$ cat src/rtl/pcw_pkg.sv
// Shared types, constants and helpers for the PID controller block.
package pcw_pkg;

    localparam int ErrW    = 16;
    localparam int DtW     = 16;
    localparam int GainW   = 24;
    localparam int AlphaW  = 17;
    localparam int LimW    = 31;
    localparam int ThrW    = 11;
    localparam int DriveW  = 32;
    localparam int CfgW    = 31;
    localparam int IdxW    = 3;
    localparam int MulAW   = 48;
    localparam int MulBW   = 25;
    localparam int ProdW   = 64;
    localparam int DivNumW = 48;
    localparam int DivDenW = 20;
    localparam int DivRadixBits = 2;

    // integral step: (|x| >> 22) / 15625 by the reciprocal 2^47 / 15625 rounded up,
    // split as RcpHi * 2^24 + RcpLo; the operand is below 2^33
    localparam int RcpNW = 33;
    localparam logic [GainW-1:0] RcpLo = 24'd14611479;
    localparam logic [GainW-1:0] RcpHi = 24'd536;

    localparam logic [ThrW-1:0]    ThrottleGate = 11'd1060;
    localparam logic [AlphaW-1:0]  AlphaOne     = 17'd65536;
    localparam logic [DivDenW-1:0] UsPerSec     = 20'd1000000;

    typedef enum logic [IdxW-1:0] {
        REG_THROTTLE,
        REG_PGAIN,
        REG_IGAIN,
        REG_DGAIN,
        REG_ALPHA,
        REG_WINDUP,
        REG_OLIMIT,
        REG_CLEGG
    } cfg_reg_t;

    typedef enum logic [3:0] {
        MUL_PG_E,
        MUL_IG_E,
        MUL_PROD_DT,
        MUL_DG_DIFF,
        MUL_PROD_MEGA,
        MUL_RCP_LO,
        MUL_RCP_HI,
        MUL_RAW_ALPHA,
        MUL_FD_BETA
    } mul_sel_t;

    typedef enum logic [3:0] {
        ST_IDLE,
        ST_MP,
        ST_MI,
        ST_MT,
        ST_MD,
        ST_MU,
        ST_RL,
        ST_RH,
        ST_DI,
        ST_IN,
        ST_W2,
        ST_MA,
        ST_MB,
        ST_MC,
        ST_SUM,
        ST_CLR
    } pcw_state_t;

    typedef struct packed {
        logic     load;
        logic     clear;
        logic     finish;
        logic     mul_en;
        mul_sel_t mul_sel;
        logic     div_start;
        logic     cap_n;
        logic     cap_lo;
        logic     cap_p;
        logic     cap_di;
        logic     cap_integ;
        logic     cap_raw;
        logic     cap_fa;
        logic     cap_d;
    } pcw_cmd_t;

    typedef struct packed {
        logic in_valid;
        logic in_kind;
        logic div_done;
        logic out_free;
    } pcw_stat_t;

    // signed divide by 2^16, truncating toward zero
    function automatic logic signed [ProdW-1:0] trunc_q16(input logic signed [ProdW-1:0] x);
        logic signed [ProdW-1:0] b;
        b = x + ((x < 0) ? 64'sd65535 : 64'sd0);
        return b >>> 16;
    endfunction

endpackage

$ cat src/rtl/pcw_if.sv
// Valid/ready channel interfaces for sample words and result words.
interface pcw_in_if;
    import pcw_pkg::*;
    logic                     valid;
    logic                     ready;
    logic                     kind;
    logic signed [ErrW-1:0]   error_value;
    logic        [DtW-1:0]    step_time_us;

    modport source (output valid, kind, error_value, step_time_us, input ready);
    modport sink   (input valid, kind, error_value, step_time_us, output ready);
endinterface

interface pcw_out_if;
    import pcw_pkg::*;
    logic                     valid;
    logic                     ready;
    logic signed [DriveW-1:0] drive_value;
    logic                     integral_clamped;
    logic                     output_saturated;

    modport source (output valid, drive_value, integral_clamped, output_saturated, input ready);
    modport sink   (input valid, drive_value, integral_clamped, output_saturated, output ready);
endinterface

$ cat src/rtl/pcw_div.sv
// Iterative unsigned divider, two quotient bits per cycle.
module pcw_div (
    input  logic                          clk,
    input  logic                          rst_n,
    input  logic                          start,
    input  logic [pcw_pkg::DivNumW-1:0]   num,
    input  logic [pcw_pkg::DivDenW-1:0]   den,
    output logic                          done,
    output logic [pcw_pkg::DivNumW-1:0]   quo
);
    import pcw_pkg::*;

    localparam int Steps = DivNumW / DivRadixBits;
    localparam int CntW  = $clog2(Steps + 1);

    logic [DivNumW-1:0] quo_reg, quo_next;
    logic [DivDenW-1:0] rem_reg, rem_next;
    logic [DivDenW-1:0] den_reg;
    logic [CntW-1:0]    cnt_reg;
    logic               busy_reg;
    logic               done_reg;
    logic [DivDenW:0]   trial;

    always_comb
    begin
        rem_next = rem_reg;
        quo_next = quo_reg;
        trial    = '0;
        for (int i = 0; i < DivRadixBits; i++)
        begin
            trial    = {rem_next, quo_next[DivNumW-1]};
            quo_next = {quo_next[DivNumW-2:0], 1'b0};
            if (trial >= {1'b0, den_reg})
            begin
                rem_next    = DivDenW'(trial - {1'b0, den_reg});
                quo_next[0] = 1'b1;
            end
            else
            begin
                rem_next = trial[DivDenW-1:0];
            end
        end
    end

    always_ff @(posedge clk or negedge rst_n)
    begin
        if (!rst_n)
        begin
            busy_reg <= 1'b0;
            done_reg <= 1'b0;
            cnt_reg  <= '0;
        end
        else
        begin
            done_reg <= 1'b0;
            if (start)
            begin
                busy_reg <= 1'b1;
                cnt_reg  <= CntW'(Steps);
            end
            else if (busy_reg)
            begin
                cnt_reg <= cnt_reg - 1'b1;
                if (cnt_reg == CntW'(1))
                begin
                    busy_reg <= 1'b0;
                    done_reg <= 1'b1;
                end
            end
        end
    end

    always_ff @(posedge clk)
    begin
        if (start)
        begin
            quo_reg <= num;
            rem_reg <= '0;
            den_reg <= den;
        end
        else if (busy_reg)
        begin
            quo_reg <= quo_next;
            rem_reg <= rem_next;
        end
    end

    assign done = done_reg;
    assign quo  = quo_reg;

endmodule

$ cat src/rtl/pcw_ctrl.sv
// Sequencer for the PID datapath: multiplier and divider steps per sample.
module pcw_ctrl (
    input  logic               clk,
    input  logic               rst_n,
    input  pcw_pkg::pcw_stat_t stat,
    output pcw_pkg::pcw_cmd_t  cmd,
    output logic               in_ready
);
    import pcw_pkg::*;

    pcw_state_t state_reg, state_next;

    always_ff @(posedge clk or negedge rst_n)
    begin
        if (!rst_n)
            state_reg <= ST_IDLE;
        else
            state_reg <= state_next;
    end

    always_comb
    begin
        state_next = state_reg;
        cmd        = '0;
        cmd.mul_sel = MUL_PG_E;
        in_ready   = 1'b0;
        case (state_reg)
            ST_IDLE:
            begin
                in_ready = 1'b1;
                if (stat.in_valid)
                begin
                    cmd.load   = 1'b1;
                    state_next = stat.in_kind ? ST_CLR : ST_MP;
                end
            end
            ST_MP:
            begin
                cmd.mul_en  = 1'b1;
                cmd.mul_sel = MUL_PG_E;
                state_next  = ST_MI;
            end
            ST_MI:
            begin
                cmd.cap_p   = 1'b1;
                cmd.mul_en  = 1'b1;
                cmd.mul_sel = MUL_IG_E;
                state_next  = ST_MT;
            end
            ST_MT:
            begin
                cmd.mul_en  = 1'b1;
                cmd.mul_sel = MUL_PROD_DT;
                state_next  = ST_MD;
            end
            ST_MD:
            begin
                cmd.cap_n   = 1'b1;
                cmd.mul_en  = 1'b1;
                cmd.mul_sel = MUL_DG_DIFF;
                state_next  = ST_MU;
            end
            ST_MU:
            begin
                cmd.mul_en  = 1'b1;
                cmd.mul_sel = MUL_PROD_MEGA;
                state_next  = ST_RL;
            end
            ST_RL:
            begin
                cmd.div_start = 1'b1;
                cmd.mul_en    = 1'b1;
                cmd.mul_sel   = MUL_RCP_LO;
                state_next    = ST_RH;
            end
            ST_RH:
            begin
                cmd.cap_lo  = 1'b1;
                cmd.mul_en  = 1'b1;
                cmd.mul_sel = MUL_RCP_HI;
                state_next  = ST_DI;
            end
            ST_DI:
            begin
                cmd.cap_di = 1'b1;
                state_next = ST_IN;
            end
            ST_IN:
            begin
                cmd.cap_integ = 1'b1;
                state_next    = ST_W2;
            end
            ST_W2:
            begin
                if (stat.div_done)
                begin
                    cmd.cap_raw = 1'b1;
                    state_next  = ST_MA;
                end
            end
            ST_MA:
            begin
                cmd.mul_en  = 1'b1;
                cmd.mul_sel = MUL_RAW_ALPHA;
                state_next  = ST_MB;
            end
            ST_MB:
            begin
                cmd.cap_fa  = 1'b1;
                cmd.mul_en  = 1'b1;
                cmd.mul_sel = MUL_FD_BETA;
                state_next  = ST_MC;
            end
            ST_MC:
            begin
                cmd.cap_d  = 1'b1;
                state_next = ST_SUM;
            end
            ST_SUM:
            begin
                if (stat.out_free)
                begin
                    cmd.finish = 1'b1;
                    state_next = ST_IDLE;
                end
            end
            ST_CLR:
            begin
                if (stat.out_free)
                begin
                    cmd.clear  = 1'b1;
                    state_next = ST_IDLE;
                end
            end
            default:
            begin
                state_next = ST_IDLE;
            end
        endcase
    end

    a_finish_slot: assert property (@(posedge clk) disable iff (!rst_n)
        (cmd.finish || cmd.clear) |-> stat.out_free)
        else $error("result written while output slot busy");

    a_load_leaves_idle: assert property (@(posedge clk) disable iff (!rst_n)
        cmd.load |=> (state_reg != ST_IDLE))
        else $error("sample word accepted but sequencer stayed idle");

    a_div_wait: assert property (@(posedge clk) disable iff (!rst_n)
        (state_reg == ST_W2 && !stat.div_done) |=> (state_reg == ST_W2))
        else $error("left divider wait without done");

    a_start_not_done: assert property (@(posedge clk) disable iff (!rst_n)
        cmd.div_start |=> !stat.div_done)
        else $error("divider done right after start");

endmodule

$ cat src/rtl/pcw_dp.sv
// PID datapath: config registers, shared multiplier, divider, state and output word.
module pcw_dp (
    input  logic                             clk,
    input  logic                             rst_n,
    input  logic                             cfg_we,
    input  logic [pcw_pkg::IdxW-1:0]         cfg_index,
    input  logic [pcw_pkg::CfgW-1:0]         cfg_data,
    input  pcw_pkg::pcw_cmd_t                cmd,
    output pcw_pkg::pcw_stat_t               stat_dp,
    input  logic signed [pcw_pkg::ErrW-1:0]  in_error,
    input  logic [pcw_pkg::DtW-1:0]          in_dt,
    input  logic                             out_ready,
    output logic                             out_valid,
    output logic signed [pcw_pkg::DriveW-1:0] out_drive,
    output logic                             out_iclamp,
    output logic                             out_osat
);
    import pcw_pkg::*;

    // configuration
    logic [ThrW-1:0]   throttle_reg;
    logic [GainW-1:0]  pgain_reg;
    logic [GainW-1:0]  igain_reg;
    logic [GainW-1:0]  dgain_reg;
    logic [AlphaW-1:0] alpha_reg;
    logic [LimW-1:0]   windup_reg;
    logic [LimW-1:0]   olimit_reg;
    logic              clegg_reg;

    // controller state
    logic signed [ErrW-1:0]   last_err_reg;
    logic signed [DriveW-1:0] acc_reg;
    logic signed [DriveW-1:0] fd_reg;

    // per-sample working registers
    logic signed [ErrW-1:0]   e_reg;
    logic [DtW-1:0]           dt_reg;
    logic signed [ProdW-1:0]  prod_reg;
    logic signed [25:0]       p_reg;
    logic signed [25:0]       di_reg;
    logic signed [DriveW-1:0] integ_reg;
    logic                     iclamp_reg;
    logic signed [MulAW-1:0]  raw_reg;
    logic signed [ProdW-1:0]  fa_reg;
    logic signed [DriveW-1:0] d_reg;
    logic                     div_neg_reg;
    logic [RcpNW-1:0]         n_reg;
    logic                     n_neg_reg;
    logic [ProdW-1:0]         lo_reg;

    logic                     out_valid_reg;
    logic signed [DriveW-1:0] out_drive_reg;
    logic                     out_iclamp_reg;
    logic                     out_osat_reg;

    logic [AlphaW-1:0]        alpha_eff;
    logic [AlphaW-1:0]        beta;
    logic signed [ErrW:0]     diff;
    logic signed [MulAW-1:0]  mul_a;
    logic signed [MulBW-1:0]  mul_b;
    logic signed [MulAW+MulBW-1:0] mul_full;
    logic [ProdW-1:0]         prod_abs;
    logic [DivDenW-1:0]       div_den;
    logic                     div_done;
    logic [DivNumW-1:0]       div_q;
    logic signed [DivNumW:0]  q_signed;
    logic signed [ProdW-1:0]  p_full;
    logic [ProdW-1:0]         rcp_sum;
    logic signed [25:0]       di_val;
    logic signed [33:0]       isum;
    logic signed [33:0]       wlim;
    logic signed [DriveW-1:0] integ_next;
    logic                     iclamp_next;
    logic                     sign_flip;
    logic signed [ProdW-1:0]  dsum;
    logic signed [ProdW-1:0]  dq;
    logic signed [DriveW-1:0] d_next;
    logic signed [33:0]       ysum;
    logic signed [33:0]       olim;
    logic signed [DriveW-1:0] y_next;
    logic                     osat_next;

    always_ff @(posedge clk or negedge rst_n)
    begin
        if (!rst_n)
        begin
            throttle_reg <= 11'd1000;
            pgain_reg    <= '0;
            igain_reg    <= '0;
            dgain_reg    <= '0;
            alpha_reg    <= AlphaOne;
            windup_reg   <= '0;
            olimit_reg   <= '1;
            clegg_reg    <= 1'b0;
        end
        else if (cfg_we)
        begin
            case (cfg_reg_t'(cfg_index))
                REG_THROTTLE: throttle_reg <= cfg_data[ThrW-1:0];
                REG_PGAIN:    pgain_reg    <= cfg_data[GainW-1:0];
                REG_IGAIN:    igain_reg    <= cfg_data[GainW-1:0];
                REG_DGAIN:    dgain_reg    <= cfg_data[GainW-1:0];
                REG_ALPHA:    alpha_reg    <= cfg_data[AlphaW-1:0];
                REG_WINDUP:   windup_reg   <= cfg_data[LimW-1:0];
                REG_OLIMIT:   olimit_reg   <= cfg_data[LimW-1:0];
                REG_CLEGG:    clegg_reg    <= cfg_data[0];
                default:      ;
            endcase
        end
    end

    assign alpha_eff = (alpha_reg > AlphaOne) ? AlphaOne : alpha_reg;
    assign beta      = AlphaOne - alpha_eff;
    assign diff      = (ErrW+1)'(e_reg) - (ErrW+1)'(last_err_reg);

    // shared multiplier operand select
    always_comb
    begin
        mul_a = '0;
        mul_b = '0;
        case (cmd.mul_sel)
            MUL_PG_E:
            begin
                mul_a = MulAW'(e_reg);
                mul_b = {1'b0, pgain_reg};
            end
            MUL_IG_E:
            begin
                mul_a = MulAW'(e_reg);
                mul_b = {1'b0, igain_reg};
            end
            MUL_PROD_DT:
            begin
                mul_a = prod_reg[MulAW-1:0];
                mul_b = {{(MulBW-DtW){1'b0}}, dt_reg};
            end
            MUL_DG_DIFF:
            begin
                mul_a = MulAW'(diff);
                mul_b = {1'b0, dgain_reg};
            end
            MUL_PROD_MEGA:
            begin
                mul_a = prod_reg[MulAW-1:0];
                mul_b = {{(MulBW-DivDenW){1'b0}}, UsPerSec};
            end
            MUL_RCP_LO:
            begin
                mul_a = {{(MulAW-RcpNW){1'b0}}, n_reg};
                mul_b = {1'b0, RcpLo};
            end
            MUL_RCP_HI:
            begin
                mul_a = {{(MulAW-RcpNW){1'b0}}, n_reg};
                mul_b = {1'b0, RcpHi};
            end
            MUL_RAW_ALPHA:
            begin
                mul_a = raw_reg;
                mul_b = {{(MulBW-AlphaW){1'b0}}, alpha_eff};
            end
            MUL_FD_BETA:
            begin
                mul_a = MulAW'(fd_reg);
                mul_b = {{(MulBW-AlphaW){1'b0}}, beta};
            end
            default:
            begin
                mul_a = '0;
                mul_b = '0;
            end
        endcase
    end

    assign mul_full = mul_a * mul_b;

    // divider: |prod| / 2^16 by dt for the raw derivative
    assign prod_abs = (prod_reg < 0) ? ProdW'(-prod_reg) : ProdW'(prod_reg);
    assign div_den  = {{(DivDenW-DtW){1'b0}}, dt_reg};

    pcw_div u_div (
        .clk   (clk),
        .rst_n (rst_n),
        .start (cmd.div_start),
        .num   (prod_abs[ProdW-1:16]),
        .den   (div_den),
        .done  (div_done),
        .quo   (div_q)
    );

    assign q_signed = div_neg_reg ? -$signed({1'b0, div_q}) : $signed({1'b0, div_q});

    assign p_full = trunc_q16(prod_reg);

    // integral step magnitude: (n*hi + ((n*lo) >> 24)) >> 23, hi product in prod_reg
    assign rcp_sum = $unsigned(prod_reg) + (lo_reg >> 24);
    assign di_val  = n_neg_reg ? -$signed({1'b0, rcp_sum[47:23]})
                               : $signed({1'b0, rcp_sum[47:23]});

    // integral with windup clamp, Clegg reset and throttle gate
    always_comb
    begin
        isum        = 34'(acc_reg) + 34'(di_reg);
        wlim        = $signed({3'b000, windup_reg});
        iclamp_next = 1'b0;
        if (isum > wlim)
        begin
            integ_next  = DriveW'(wlim);
            iclamp_next = 1'b1;
        end
        else if (isum < -wlim)
        begin
            integ_next  = DriveW'(-wlim);
            iclamp_next = 1'b1;
        end
        else
        begin
            integ_next = DriveW'(isum);
        end
        sign_flip = (last_err_reg < 0 && e_reg > 0) || (last_err_reg > 0 && e_reg < 0);
        if ((clegg_reg && sign_flip) || (throttle_reg < ThrottleGate))
            integ_next = '0;
    end

    // filtered derivative, saturated to 32 bits
    always_comb
    begin
        dsum = fa_reg + prod_reg;
        dq   = trunc_q16(dsum);
        if (dq > 64'sd2147483647)
            d_next = 32'sh7fffffff;
        else if (dq < -64'sd2147483648)
            d_next = 32'sh80000000;
        else
            d_next = dq[DriveW-1:0];
    end

    // output sum and clamp
    always_comb
    begin
        ysum      = 34'(p_reg) + 34'(integ_reg) + 34'(d_reg);
        olim      = $signed({3'b000, olimit_reg});
        osat_next = 1'b0;
        if (ysum > olim)
        begin
            y_next    = DriveW'(olim);
            osat_next = 1'b1;
        end
        else if (ysum < -olim)
        begin
            y_next    = DriveW'(-olim);
            osat_next = 1'b1;
        end
        else
        begin
            y_next = DriveW'(ysum);
        end
    end

    always_ff @(posedge clk)
    begin
        if (cmd.load)
        begin
            e_reg  <= in_error;
            dt_reg <= (in_dt == '0) ? DtW'(1) : in_dt;
        end
        if (cmd.mul_en)
            prod_reg <= mul_full[ProdW-1:0];
        if (cmd.div_start)
            div_neg_reg <= (prod_reg < 0);
        if (cmd.cap_n)
        begin
            n_reg     <= prod_abs[RcpNW+21:22];
            n_neg_reg <= (prod_reg < 0);
        end
        if (cmd.cap_lo)
            lo_reg <= $unsigned(prod_reg);
        if (cmd.cap_p)
            p_reg <= p_full[25:0];
        if (cmd.cap_di)
            di_reg <= di_val;
        if (cmd.cap_integ)
        begin
            integ_reg  <= integ_next;
            iclamp_reg <= iclamp_next;
        end
        if (cmd.cap_raw)
            raw_reg <= q_signed[MulAW-1:0];
        if (cmd.cap_fa)
            fa_reg <= prod_reg;
        if (cmd.cap_d)
            d_reg <= d_next;
        if (cmd.finish)
        begin
            out_drive_reg  <= y_next;
            out_iclamp_reg <= iclamp_reg;
            out_osat_reg   <= osat_next;
        end
        else if (cmd.clear)
        begin
            out_drive_reg  <= '0;
            out_iclamp_reg <= 1'b0;
            out_osat_reg   <= 1'b0;
        end
    end

    always_ff @(posedge clk or negedge rst_n)
    begin
        if (!rst_n)
        begin
            last_err_reg  <= '0;
            acc_reg       <= '0;
            fd_reg        <= '0;
            out_valid_reg <= 1'b0;
        end
        else
        begin
            if (cmd.finish)
            begin
                last_err_reg <= e_reg;
                acc_reg      <= integ_reg;
                fd_reg       <= d_reg;
            end
            else if (cmd.clear)
            begin
                last_err_reg <= '0;
                acc_reg      <= '0;
                fd_reg       <= '0;
            end
            if (cmd.finish || cmd.clear)
                out_valid_reg <= 1'b1;
            else if (out_ready)
                out_valid_reg <= 1'b0;
        end
    end

    assign stat_dp.in_valid = 1'b0;
    assign stat_dp.in_kind  = 1'b0;
    assign stat_dp.div_done = div_done;
    assign stat_dp.out_free = !out_valid_reg || out_ready;

    assign out_valid  = out_valid_reg;
    assign out_drive  = out_drive_reg;
    assign out_iclamp = out_iclamp_reg;
    assign out_osat   = out_osat_reg;

endmodule

$ cat src/rtl/pid_controller_clegg_windup.sv
// Top level of the PID controller with windup clamp and Clegg integrator reset.
// A control sample word goes from acceptance to the output register, once that
// register is free, through seven multiplier and sequencing steps up to the start of
// the derivative divide by dt, the two-bit-per-cycle divider pass (the integral step
// by 10^6 is a reciprocal multiply done inside it), then four steps for the filter and
// output sum; a clear word takes a single clear step. The next sample word is taken
// as soon as the result is in the output register, even while that result waits to
// be read. The user must write configuration through cfg_we, cfg_index and cfg_data
// only while no sample is in flight; the block itself does not enforce this.
module pid_controller_clegg_windup (
    input  logic                       clk,
    input  logic                       rst_n,
    input  logic                       cfg_we,
    input  logic [pcw_pkg::IdxW-1:0]   cfg_index,
    input  logic [pcw_pkg::CfgW-1:0]   cfg_data,
    pcw_in_if.sink                     sample,
    pcw_out_if.source                  result
);
    import pcw_pkg::*;

    pcw_cmd_t  cmd;
    pcw_stat_t stat_dp;
    pcw_stat_t stat;
    logic      in_ready;

    assign stat.in_valid = sample.valid;
    assign stat.in_kind  = sample.kind;
    assign stat.div_done = stat_dp.div_done;
    assign stat.out_free = stat_dp.out_free;

    assign sample.ready = in_ready;

    pcw_ctrl u_ctrl (
        .clk      (clk),
        .rst_n    (rst_n),
        .stat     (stat),
        .cmd      (cmd),
        .in_ready (in_ready)
    );

    pcw_dp u_dp (
        .clk        (clk),
        .rst_n      (rst_n),
        .cfg_we     (cfg_we),
        .cfg_index  (cfg_index),
        .cfg_data   (cfg_data),
        .cmd        (cmd),
        .stat_dp    (stat_dp),
        .in_error   (sample.error_value),
        .in_dt      (sample.step_time_us),
        .out_ready  (result.ready),
        .out_valid  (result.valid),
        .out_drive  (result.drive_value),
        .out_iclamp (result.integral_clamped),
        .out_osat   (result.output_saturated)
    );

endmodule
$ cat src/flat_wrapper.sv
// flat-port wrapper written by rule: the top's interface ports become plain ports
module pid_controller_clegg_windup_flat import pcw_pkg::*;
  (clk, rst_n, cfg_we, cfg_index, cfg_data, sample_valid, sample_kind, sample_error_value, sample_step_time_us, sample_ready, result_valid, result_drive_value, result_integral_clamped, result_output_saturated, result_ready);
  pcw_in_if sample_i ();
  pcw_out_if result_i ();
  input  logic clk;
  input  logic rst_n;
  input  logic cfg_we;
  input  logic [pcw_pkg::IdxW-1:0] cfg_index;
  input  logic [pcw_pkg::CfgW-1:0] cfg_data;
  input wire logic [$bits(sample_i.valid)-1:0] sample_valid;
  input wire logic [$bits(sample_i.kind)-1:0] sample_kind;
  input wire logic [$bits(sample_i.error_value)-1:0] sample_error_value;
  input wire logic [$bits(sample_i.step_time_us)-1:0] sample_step_time_us;
  output wire logic [$bits(sample_i.ready)-1:0] sample_ready;
  output wire logic [$bits(result_i.valid)-1:0] result_valid;
  output wire logic [$bits(result_i.drive_value)-1:0] result_drive_value;
  output wire logic [$bits(result_i.integral_clamped)-1:0] result_integral_clamped;
  output wire logic [$bits(result_i.output_saturated)-1:0] result_output_saturated;
  input wire logic [$bits(result_i.ready)-1:0] result_ready;
  assign sample_i.valid = sample_valid;
  assign sample_i.kind = sample_kind;
  assign sample_i.error_value = sample_error_value;
  assign sample_i.step_time_us = sample_step_time_us;
  assign sample_ready = sample_i.ready;
  assign result_valid = result_i.valid;
  assign result_drive_value = result_i.drive_value;
  assign result_integral_clamped = result_i.integral_clamped;
  assign result_output_saturated = result_i.output_saturated;
  assign result_i.ready = result_ready;
  pid_controller_clegg_windup u_core (.clk(clk), .rst_n(rst_n), .cfg_we(cfg_we), .cfg_index(cfg_index), .cfg_data(cfg_data), .sample(sample_i), .result(result_i));
endmodule
$ cat config.mk
export PLATFORM = sky130hd
export DESIGN_NAME = pid_controller_clegg_windup_flat
export DESIGN_NICKNAME = d
export VERILOG_FILES = /design/src/rtl/pcw_pkg.sv /design/src/rtl/pcw_if.sv /design/src/rtl/pcw_div.sv /design/src/rtl/pcw_ctrl.sv /design/src/rtl/pcw_dp.sv /design/src/rtl/pid_controller_clegg_windup.sv /design/src/flat_wrapper.sv
export SDC_FILE = /design/constraint.sdc
export NUM_CORES = 2
export LEC_CHECK = 0
export ABC_AREA = 1
export ABC_CLOCK_PERIOD_IN_PS = 23000
export BUFFER_PORTS_ARGS = -buffer_cell sky130_fd_sc_hd__buf_2
export CORE_MARGIN = 5
export CORE_UTILIZATION = 50
export DETAILED_ROUTE_END_ITERATION = 16
export PLACE_DENSITY = 0.65
export SETUP_SLACK_MARGIN = 0.4
export SLEW_MARGIN = 20
export SYNTH_ARGS = -nofsm -noshare
export SYNTH_HDL_FRONTEND = slang
export SYNTH_HIERARCHICAL = 1
export SYNTH_SLANG_ARGS = --single-unit
$ cat constraint.sdc
create_clock -name clk -period 23 [get_ports clk]
set_input_delay 6.9 -clock clk [delete_from_list [all_inputs] [get_ports clk]]
set_output_delay 6.9 -clock clk [all_outputs]
set_load 0.005 [all_outputs]
==> run summary <==
initial DRC count = 8294
Total GRT Usage = 34.1%
Buf/Inv on CP = 9
vias per inst = 5.58
DR pass1 iterations = 6
# IOs = 108
Core Footprint = 183000 um^2
CTS clk-pin slew, worst paths = 60 ps
hold_buf cts = 0
Final Instance Area = 99500 um^2
slowest stage delay, CP = 700 ps
CTS tree = yes
H-tree levels = 3
Syn Area/Cell = 7.74 um^2
DIE HEIGHT = 440 um
Layout Skew = 46.6 ps
Initial Util = 50.4%
antenna violations before repair = 7
critical path startpoint category = register
CP Capture Type = register
crit path max-delay cell type = fa_1
aggregate routed wire length = 333000 um
Worst Min Path Start = u_core/u_dp/u_div/rem_reg[15]$_SDFFE_PP0P_
# clock sinks = 775
Post-Layout Cell Count = 14.5k
first-pass GRT wire length = 499000 um
GP Congestion = 0.992
yosys warns = 6
PortBufs = 107
GRT overflow = 0
Post-Place Cell Area = 96300 um^2
Netlist Area Pre-Place = 92500 um^2
family with the most delay on the worst path = adder cells
CTS resizes = 0
vias in the first global route = 81.1k
CTS root buffer = clkbuf_16
max cap viols = 0
Worst Setup SP = u_core/u_ctrl/state_reg[3]$_DFFE_PN0P_
RSZ-0062 raised after global routing = no
Worst Max-Slew Pin Slew = 1110 ps
CP max FO = 26
CP Class = reg -> reg
commonest non-fill, non-tap cell in the layout = nand2_1
Nets = 13.7k
status = complete, no violations
DRC errors left = 0
Clock Tree Buf Depth = 3
drt wl/cell = 22.9 um
setup repair bufs after CTS = 0
Worst EP required = 23400 ps
most frequent cells in the layout = 3046 x nand2_1, 2521 x inv_1, 1081 x fa_1
Slew Limit Fails = 0
min Tclk post-route = 11380 ps
period utilisation layout = 49.5%
worst skew pair latency = 710 ps
Die X = 440 um
Data arrival, critical path = 11780 ps
reg-to-reg startpoint = u_core/u_ctrl/state_reg[3]$_DFFE_PN0P_
DPL Wire Length = 270000 um
layout overhead on the synthesized area = 7.67%
Rel. slew slack = 25.7%
ANT nets after route = 0
Hold Crit Class = reg -> reg
Row Count = 157
final setup margin = 11620 ps
Placed Instances = 14.4k
# fillers = 17.8k
CTS Buf Count = 89
final hold violations = 0
fmax = 87.9 MHz
setup violators final = 0
routed via count = 81.1k
Die Area = 194000 um^2
Syn Inst Count = 11.9k
largest net degree at the start of global routing = 162
layout cells sized above 1 = 5.58%
TNS Setup = 0 ps
setup slack at placement = 11730 ps
final timing paths:
check | end | slack (ps) | depth (start not counted)
setup / recovery | u_core/u_dp/prod_reg[58]$_DFFE_PP_ | 11620 | 34
hold / removal | u_core/u_dp/u_div/rem_reg[15]$_SDFFE_PP0P_ | 480 | 2
setup reg to reg | u_core/u_dp/prod_reg[58]$_DFFE_PP_ | 11620 | 34
hold reg to reg | u_core/u_dp/u_div/rem_reg[15]$_SDFFE_PP0P_ | 480 | 2
max in group asynchronous | u_core/u_dp/dgain_reg[5]$_DFFE_PN0P_ | 15270 | 2
min in group asynchronous | u_core/u_dp/acc_reg[30]$_DFFE_PN0P_ | 6190 | 1
routing by layer:
metal | wire length, um | GRT usage, % | vias up
met2 | 149000 | 53.7 | 3940
li1 | - | - | 36800
met1 | 138000 | 47.1 | 39600
met3 | 30000 | 5.20 | 801
met4 | 16500 | 14.8 | 0
met5 | 0 | 0 | -
layout make-up:
cell class                      count  area [um^2]  share of cell area [%]
Inverter                         2594         9740                    9.78
Multi-Input combinational cell   8248        59800                    60.1
Antenna cell                        3         7.51                 0.00754
Tap cell                         2464         3080                    3.10
Timing Repair Buffer              284         1890                    1.90
Sequential cell                   775        21900                    22.0
Clock inverter                     61          810                   0.813
Clock buffer                      104         2370                    2.38
worst register-to-register path, delay by kind of cell (launching register included):
kind / cells / cell delay [ps]
adders and majority gates: 8 / 4240
DFF: 1 / 450
and+or+nand+nor: 12 / 3520
AOI/OAI and AO/OA: 4 / 1250
buffers and inverters: 9 / 1490
xor gates and xnor gates: 1 / 140
per-stage QoR:
step           utilization [%]  hold WS (ps)
6_report                  54.3           478
5_1_grt                   54.3           501
4_1_cts                   54.2           474
3_5_place_dp              52.5           459
3_3_place_gp              52.5           460
2_1_floorplan                -           426
Power is left out: the tool's default activity adds up to more than one toggle a clock period on the data nets, which glitch-free logic cannot reach.
